**config.mk**
```make
export PLATFORM = sky130hd
export DESIGN_NAME = linear_contrast_stretch_core
export DESIGN_NICKNAME = d
export VERILOG_FILES = /design/src/design/lcs_pkg.sv /design/src/design/lcs_front.sv /design/src/design/lcs_div_cell.sv /design/src/design/linear_contrast_stretch_core.sv
export SDC_FILE = /design/constraint.sdc
export NUM_CORES = 2
export LEC_CHECK = 0
export BUFFER_PORTS_ARGS = -buffer_cell sky130_fd_sc_hd__buf_4
export CORE_ASPECT_RATIO = 0.75
export CORE_MARGIN = 2
export CORE_UTILIZATION = 49
export CTS_BUF_LIST = sky130_fd_sc_hd__clkbuf_8
export DETAILED_ROUTE_END_ITERATION = 12
export HOLD_SLACK_MARGIN = 0.06
export PLACE_DENSITY = 0.7
export SETUP_SLACK_MARGIN = 0.15
export SYNTH_ARGS = -nofsm -noshare
export SYNTH_HDL_FRONTEND = slang
export SYNTH_SLANG_ARGS = --single-unit
export TNS_END_PERCENT = 20
```
**constraint.sdc**
```tcl
create_clock -name clk -period 4.5 [get_ports clk]
set_input_delay 1.35 -clock clk [delete_from_list [all_inputs] [get_ports clk]]
set_output_delay 1.35 -clock clk [all_outputs]
set_load 0.01 [all_outputs]
```
**src/design/lcs_pkg.sv**
```systemverilog
`default_nettype none
// ---------------------------------------------------------------------------
// lcs_pkg
// Shared types and codes for the linear contrast stretch core.
// ---------------------------------------------------------------------------
package lcs_pkg;

    localparam int SAMPLE_W = 33;
    localparam int LEVEL_W  = 33;
    localparam int GRAY_W   = 8;
    localparam int SPAN_W   = 33;             // hi - lo when lo < v < hi
    localparam int NUM_W    = SPAN_W + 8;     // (v-lo)*255 + span/2 < 256*span
    localparam int DSH_W    = SPAN_W + 7;     // span shifted to top quotient bit
    localparam int NUM_CELLS = GRAY_W;        // one quotient bit per cell

    // sample format codes
    localparam logic [2:0] FMT_BYTE = 3'd0;
    localparam logic [2:0] FMT_U16  = 3'd1;
    localparam logic [2:0] FMT_S16  = 3'd2;
    localparam logic [2:0] FMT_U32  = 3'd3;
    localparam logic [2:0] FMT_S32  = 3'd4;

    // register indexes
    localparam logic [1:0] REG_FORMAT = 2'd0;
    localparam logic [1:0] REG_LOW    = 2'd1;
    localparam logic [1:0] REG_HIGH   = 2'd2;

    typedef struct packed {
        logic [2:0]                fmt;
        logic signed [LEVEL_W-1:0] low;
        logic signed [LEVEL_W-1:0] high;
    } lcs_cfg_t;

    // item state handed from cell to cell
    typedef struct packed {
        logic              valid;
        logic              forced;      // result known up front
        logic [GRAY_W-1:0] force_gray;
        logic [NUM_W-1:0]  rem;
        logic [DSH_W-1:0]  dsh;
        logic [GRAY_W-1:0] quo;
    } lcs_stage_t;

endpackage
`default_nettype wire

```
**src/design/lcs_front.sv**
```systemverilog
`default_nettype none
// ---------------------------------------------------------------------------
// lcs_front
// Sample decode, level compare and numerator build (two register stages).
// ---------------------------------------------------------------------------
module lcs_front (
    input  wire logic                            clk,
    input  wire logic                            rst_n,
    input  wire logic                            in_valid,
    input  wire logic [lcs_pkg::SAMPLE_W-1:0]    sample,
    input  wire lcs_pkg::lcs_cfg_t               cfg,
    output lcs_pkg::lcs_stage_t                  stage_out
);
    import lcs_pkg::*;

    typedef struct packed {
        logic              valid;
        logic              forced;
        logic [GRAY_W-1:0] force_gray;
        logic [SPAN_W-1:0] span;
        logic [SPAN_W-1:0] diff;
    } lcs_prep_t;

    lcs_prep_t  prep_reg, prep_next;
    lcs_stage_t stage_reg, stage_next;

    logic signed [LEVEL_W:0] v;
    logic signed [LEVEL_W:0] hi_x;
    logic signed [LEVEL_W:0] lo_x;
    logic signed [LEVEL_W:0] span_x;
    logic signed [LEVEL_W:0] diff_x;
    logic                    fmt_ok;

    // stage A: interpret sample, saturate tests, span and offset
    always_comb
    begin
        v      = '0;
        fmt_ok = 1'b0;
        prep_next = '0;
        case (cfg.fmt)
            FMT_U16:
            begin
                v      = {18'b0, sample[15:0]};
                fmt_ok = 1'b1;
            end
            FMT_S16:
            begin
                v      = {{18{sample[15]}}, sample[15:0]};
                fmt_ok = 1'b1;
            end
            FMT_U32:
            begin
                v      = {2'b0, sample[31:0]};
                fmt_ok = 1'b1;
            end
            FMT_S32:
            begin
                v      = {{2{sample[31]}}, sample[31:0]};
                fmt_ok = 1'b1;
            end
            default:
            begin
                v      = '0;
                fmt_ok = 1'b0;
            end
        endcase

        hi_x   = {cfg.high[LEVEL_W-1], cfg.high};
        lo_x   = {cfg.low[LEVEL_W-1], cfg.low};
        span_x = hi_x - lo_x;
        diff_x = v - lo_x;

        prep_next.valid = in_valid;
        prep_next.span  = span_x[SPAN_W-1:0];
        prep_next.diff  = diff_x[SPAN_W-1:0];
        if (cfg.fmt == FMT_BYTE)
        begin
            prep_next.forced     = 1'b1;
            prep_next.force_gray = sample[7:0];
        end
        else if (!fmt_ok)
        begin
            prep_next.forced     = 1'b1;
            prep_next.force_gray = '0;
        end
        else if (v >= hi_x)
        begin
            prep_next.forced     = 1'b1;
            prep_next.force_gray = '1;
        end
        else if (v <= lo_x)
        begin
            prep_next.forced     = 1'b1;
            prep_next.force_gray = '0;
        end
        else
        begin
            prep_next.forced     = 1'b0;
            prep_next.force_gray = '0;
        end
    end

    // stage B: num = diff*255 + span/2, divisor aligned to quotient bit 7
    always_comb
    begin
        stage_next.valid      = prep_reg.valid;
        stage_next.forced     = prep_reg.forced;
        stage_next.force_gray = prep_reg.force_gray;
        stage_next.rem        = {prep_reg.diff, 8'b0} - {8'b0, prep_reg.diff}
                                + {9'b0, prep_reg.span[SPAN_W-1:1]};
        stage_next.dsh        = {prep_reg.span, 7'b0};
        stage_next.quo        = '0;
    end

    always_ff @(posedge clk or negedge rst_n)
    begin
        if (!rst_n)
        begin
            prep_reg.valid  <= 1'b0;
            stage_reg.valid <= 1'b0;
        end
        else
        begin
            prep_reg  <= prep_next;
            stage_reg <= stage_next;
        end
    end

    assign stage_out = stage_reg;

endmodule
`default_nettype wire

```
**src/design/lcs_div_cell.sv**
```systemverilog
`default_nettype none
// ---------------------------------------------------------------------------
// lcs_div_cell
// One restoring-division cell: resolves one quotient bit per item.
// ---------------------------------------------------------------------------
module lcs_div_cell (
    input  wire logic                 clk,
    input  wire logic                 rst_n,
    input  wire lcs_pkg::lcs_stage_t  stage_in,
    output lcs_pkg::lcs_stage_t       stage_out
);
    import lcs_pkg::*;

    lcs_stage_t stage_reg, stage_next;
    logic       take;

    always_comb
    begin
        take       = stage_in.rem >= {1'b0, stage_in.dsh};
        stage_next = stage_in;
        if (take)
        begin
            stage_next.rem = stage_in.rem - {1'b0, stage_in.dsh};
        end
        stage_next.quo = {stage_in.quo[GRAY_W-2:0], take};
        stage_next.dsh = stage_in.dsh >> 1;
    end

    always_ff @(posedge clk or negedge rst_n)
    begin
        if (!rst_n)
        begin
            stage_reg.valid <= 1'b0;
        end
        else
        begin
            stage_reg <= stage_next;
        end
    end

    assign stage_out = stage_reg;

endmodule
`default_nettype wire

```
**src/design/linear_contrast_stretch_core.sv**
```systemverilog
`default_nettype none
// ---------------------------------------------------------------------------
// linear_contrast_stretch_core
// Maps one raster sample to an 8-bit gray level by linear stretch.
// ---------------------------------------------------------------------------
// Usage:
//   Input channel: drive sample and pulse start; an item is taken at any
//   edge with start high and busy low. busy is always low, so one item
//   can enter every clock.
//   Result channel: gray is valid for the single cycle that done is high.
//   The receiver cannot stall; results are never held.
//   Config: cfg_we/cfg_index/cfg_data write sample_format (0), low_level (1)
//   and high_level (2); write only while no item is in flight.
//   Throughput: one item per clock.
//   Pipeline: two front stages (decode/compare, numerator build), a chain
//   of eight division cells, one quotient bit each, and an output register.
//   Saturated, byte and unused-format items ride the chain with a forced
//   result and skip the quotient.
//   Reset: clears all valid bits and loads format 1 (unsigned 16),
//   low 0, high 65535; items in flight are dropped.
// ---------------------------------------------------------------------------
module linear_contrast_stretch_core (
    input  wire logic                           clk,
    input  wire logic                           rst_n,
    input  wire logic                           start,
    output      logic                           busy,
    input  wire logic [lcs_pkg::SAMPLE_W-1:0]   sample,
    output      logic                           done,
    output      logic [lcs_pkg::GRAY_W-1:0]     gray,
    input  wire logic                           cfg_we,
    input  wire logic [1:0]                     cfg_index,
    input  wire logic [lcs_pkg::LEVEL_W-1:0]    cfg_data
);
    import lcs_pkg::*;

    lcs_cfg_t   cfg_reg;
    lcs_stage_t chain [0:NUM_CELLS];

    logic              done_reg, done_next;
    logic [GRAY_W-1:0] gray_reg, gray_next;

    // config registers
    always_ff @(posedge clk or negedge rst_n)
    begin
        if (!rst_n)
        begin
            cfg_reg.fmt  <= FMT_U16;
            cfg_reg.low  <= '0;
            cfg_reg.high <= LEVEL_W'(65535);
        end
        else if (cfg_we)
        begin
            case (cfg_index)
                REG_FORMAT: cfg_reg.fmt  <= cfg_data[2:0];
                REG_LOW:    cfg_reg.low  <= cfg_data;
                REG_HIGH:   cfg_reg.high <= cfg_data;
                default:    ;   // no register at this index
            endcase
        end
    end

    assign busy = 1'b0;

    lcs_front u_front (
        .clk       (clk),
        .rst_n     (rst_n),
        .in_valid  (start),
        .sample    (sample),
        .cfg       (cfg_reg),
        .stage_out (chain[0])
    );

    // divider chain, MSB of the quotient first
    for (genvar i = 0; i < NUM_CELLS; i++)
    begin : g_cell
        lcs_div_cell u_cell (
            .clk       (clk),
            .rst_n     (rst_n),
            .stage_in  (chain[i]),
            .stage_out (chain[i+1])
        );
    end

    // output register
    always_comb
    begin
        done_next = chain[NUM_CELLS].valid;
        gray_next = chain[NUM_CELLS].forced ? chain[NUM_CELLS].force_gray
                                            : chain[NUM_CELLS].quo;
    end

    always_ff @(posedge clk or negedge rst_n)
    begin
        if (!rst_n)
        begin
            done_reg <= 1'b0;
        end
        else
        begin
            done_reg <= done_next;
        end
    end

    always_ff @(posedge clk)
    begin
        gray_reg <= gray_next;
    end

    assign done = done_reg;
    assign gray = gray_reg;

`ifndef SYNTHESIS
    // every accepted item comes out of the pipeline with a done pulse
    a_latency: assert property (@(posedge clk) disable iff (!rst_n)
        (start && !busy) |-> ##11 done)
        else $error("item lost in pipeline");

    // an item that needs the divider always has a nonzero divisor
    a_divisor: assert property (@(posedge clk) disable iff (!rst_n)
        (chain[0].valid && !chain[0].forced) |-> (chain[0].dsh != '0))
        else $error("zero divisor entered divider chain");

    // the forced flag is carried unchanged along the chain
    a_forced_kept: assert property (@(posedge clk) disable iff (!rst_n)
        chain[NUM_CELLS].valid |-> (chain[NUM_CELLS].forced
                                    == $past(chain[NUM_CELLS-1].forced)))
        else $error("forced flag changed in divider cell");
`endif

endmodule
`default_nettype wire

```
==> impl_metrics.ini <==
[global_routing]
grt_pass1_wl_mm = 176
grt_max_degree = 93
grt_overflow = 0
grt_usage_pct = 20.9
grt_pass1_vias = 33800
antenna_found_initial = 1

[yosys]
synth_area_um2 = 50700
yosysWarnings = 0
synth-edff-count = 784
async_flop_share_pct = 9.17
yosysSeqAreaShare_pct = 50.8
avgSynthCellArea_um2 = 11.0
yosysUniqueCellTypes = 94
ys_ff_latch = 872
synth_nets = 5128
synth_ff_type = edfxtp_1
netlist_instances = 4612

[detailed_routing]
drc = 0
drtIter0Drc = 2045
vias = 33900
routed_wirelength_mm = 110
first_pass_iters = 5
post_drt_wl_per_cell_um = 17.4
ant_nets = 0
viasPerCell = 5.37

[timing]
tightest_slew_ns = 0.844
period_needed_ns = 4.18
setup_viol = 0
hold_viol = 0
fmax_mhz = 239
grt_setup_unrepaired = false
slew_headroom_pct = 43.3
period_share_pct = 92.9
fin_skew_ns = 0.0346
slew_violations = 0

[worst_setup_path]
regToRegSetupSlack_ns = 0.32
cp_slowest_cell = or4b_2
critPathMaxFanout = 8
end_kind = register
crit_buf_inv = 1
r2r_end = u_front.prep_reg[74]$_SDFFCE_PP1P_
cp_cell_sequence = nor2_1 -> xnor2_1 -> buf_4 -> nand2_1 -> ha_1 -> fa_1 -> nor2b_1 -> o21a_1 -> o21ai_0 -> a21oi_1 -> o31a_1 -> a31oi_2 -> o21bai_1 -> o41ai_1 -> o21ai_1 -> a21oi_1 -> or4b_2
cp.arrival_ns = 4.75
ff2ff_path_depth = 17
worstPathRequired_ns = 5.07
critPathKind = register to register
cp_top_family = compound AO/OA/AOI/OAI gates
cpMostUsedCell = a21oi_1
cp-start-kind = register
critPathMaxStageDelay_ns = 0.63
r2r_start = cfg_reg[66]$_DFFE_PN1P_

[worst_hold_path]
hold_path.startpoint = g_cell[0].u_cell.stage_out[98]$_DFF_PN0_
hold_path_end = g_cell[1].u_cell.stage_out[98]$_DFF_PN0_
hp-class = register to register
hold_path_depth = 0

[floorplan]
dieArea_um2 = 106000
std_cell_rows = 102
die_y_um = 283
boundaryPins = 82
initial_utilization_pct = 49.3
die_w_um = 375
core_um2 = 103000

[clocking]
cts_tree = done
cts_hold_buf = 0
htree_levels = 4
path_clk_slew_ns = 0.06
cts.sinks = 872
clkLatencyLatePin_ns = 0.86
cts_max_path_buffers = 3
cts_root_buf = clkbuf_8
cts_buffers = 142

[final_layout]
syn_to_final_growth_pct = 11.4
n_fill_cell = 8870
largest_reg_flops = 634
seq_area_um2 = 25700
layout_commonest_cell = edfxtp_1
drive_gt1_share_pct = 11.4
multiInputGateArea_um2 = 22600
fin_area_um2 = 56500
final_cell_mix = edfxtp_1 (784), inv_1 (569), ha_1 (410)
fin_cells = 6315
nets = 5362

[place]
gp_congestion = 0.946
post_dp_cell_area_um2 = 53600
dpl.cell_count = 6050
dp_hpwl_mm = 84.6
placement.io_buffers = 79

[power]
leakage_nw = 24.2
peakVddDrop_mv = 0.331
powerDensity_nw_per_um2 = 750

[run_status]
outcome = finished, final reports clean

[job]
maxCapViolCount = 0
[per-layer routing]
layer	routed length, um	global-route usage (%)	up-vias	part of all wire (%)
li1	-	-	17200	-
met1	50500	27.1	15700	46
met2	50300	34.4	763	46
met3	4050	3.12	230	3.7
met4	4870	10.5	0	4.4
met5	0	0	-	0
[worst reg2reg max path: stages, from the launching register on]
cell	delay (ns)
dfstp_2	0.56
nor2_1	0.07
xnor2_1	0.21
buf_4	0.19
nand2_1	0.10
ha_1	0.22
fa_1	0.39
nor2b_1	0.15
o21a_1	0.14
o21ai_0	0.11
a21oi_1	0.20
o31a_1	0.23
a31oi_2	0.14
o21bai_1	0.24
o41ai_1	0.12
o21ai_1	0.13
a21oi_1	0.08
or4b_2	0.63
[Yosys cell counts, drive strengths merged, types with 39 or more instances]
library cell / instances / area (um2)
edfxtp: 784 / 23500
inv: 526 / 1970
ha: 410 / 5130
a21oi: 356 / 1800
nand2: 347 / 1300
o21ai: 310 / 1570
a21o: 230 / 1730
nor2: 216 / 811
xnor2: 188 / 1650
xor2: 129 / 1130
mux2: 110 / 1240
clkbuf: 67 / 254
dfrtp: 63 / 1580
nor3: 61 / 315
nand4: 60 / 375
nand3: 55 / 275
nor2b: 55 / 344
o21a: 48 / 360
nand2b: 47 / 294
buf: 40 / 206
o21bai: 39 / 293
[cells by family after synthesis]
kind of cell | Yosys count | share of synthesized area (%)
AO/OA/AOI/OAI | 1236 | 15.6
XOR/XNOR | 317 | 5.48
adder cells (fa/ha/maj) | 444 | 11.5
buffers and inverters | 633 | 4.80
flip-flops | 872 | 50.8
multiplexers | 116 | 2.56
other | 1 | 0.00740
AND/OR/NAND/NOR | 993 | 9.36
[worst max-delay path by stage]
stage / start / endpoint / slack [ns] / cells after the start
after detailed placement: sample[15] / u_front.prep_reg[74]$_SDFFCE_PP1P_ / -0.17 / 15
after CTS: cfg_reg[66]$_DFFE_PN1P_ / u_front.prep_reg[74]$_SDFFCE_PP1P_ / 0.23 / 17
after floorplan: sample[15] / u_front.prep_reg[74]$_SDFFCE_PP1P_ / 0.15 / 14
after global placement: sample[7] / u_front.prep_reg[74]$_SDFFCE_PP1P_ / -0.19 / 14
after global routing: cfg_reg[66]$_DFFE_PN1P_ / u_front.prep_reg[74]$_SDFFCE_PP1P_ / 0.16 / 17
final: cfg_reg[66]$_DFFE_PN1P_ / u_front.prep_reg[74]$_SDFFCE_PP1P_ / 0.32 / 17
[final cells by class]
type                       instances  area share (%)
inverter                         526            3.50
clock inverter                   111            1.31
antenna                            1         0.00443
sequential                       872            45.6
tap                             1352            3.00
timing repair buffer             197            2.99
clock buffer                     149            3.63
multi-input combinational       3107            40.0
[where the power goes]
part	internal (mW)	switching [mW]
clock network	3.57	3.24
logic	9.36	12.0
registers	12.7	1.56
total	25.6	16.8
[metrics by stage]
| stage | power [mW] | worst slack, ns | setup TNS [ns] | utilization (%) | hold WS (ns) |
|---|---|---|---|---|---|
| 3_5_place_dp | 35.5 | -0.165 | -0.165 | 52.1 | 0.335 |
| 4_1_cts | 42.5 | 0.228 | 0 | 54.8 | 0.347 |
| 6_report | 42.3 | 0.319 | 0 | 54.9 | 0.343 |
| 3_3_place_gp | 35.2 | -0.188 | -0.188 | 52.1 | 0.332 |
| 2_1_floorplan | 29.9 | 0.151 | 0 | - | 0.331 |
| 5_1_grt | 45.8 | 0.164 | 0 | 54.9 | 0.356 |
[repair_timing]
item                       4_1_cts  5_1_grt
resized for setup                0        5
setup buffers                    0        4
setup endpoints to repair        0        1
hold endpoints to repair         0        0
Note: power is estimated with default switching activity, not from simulation.
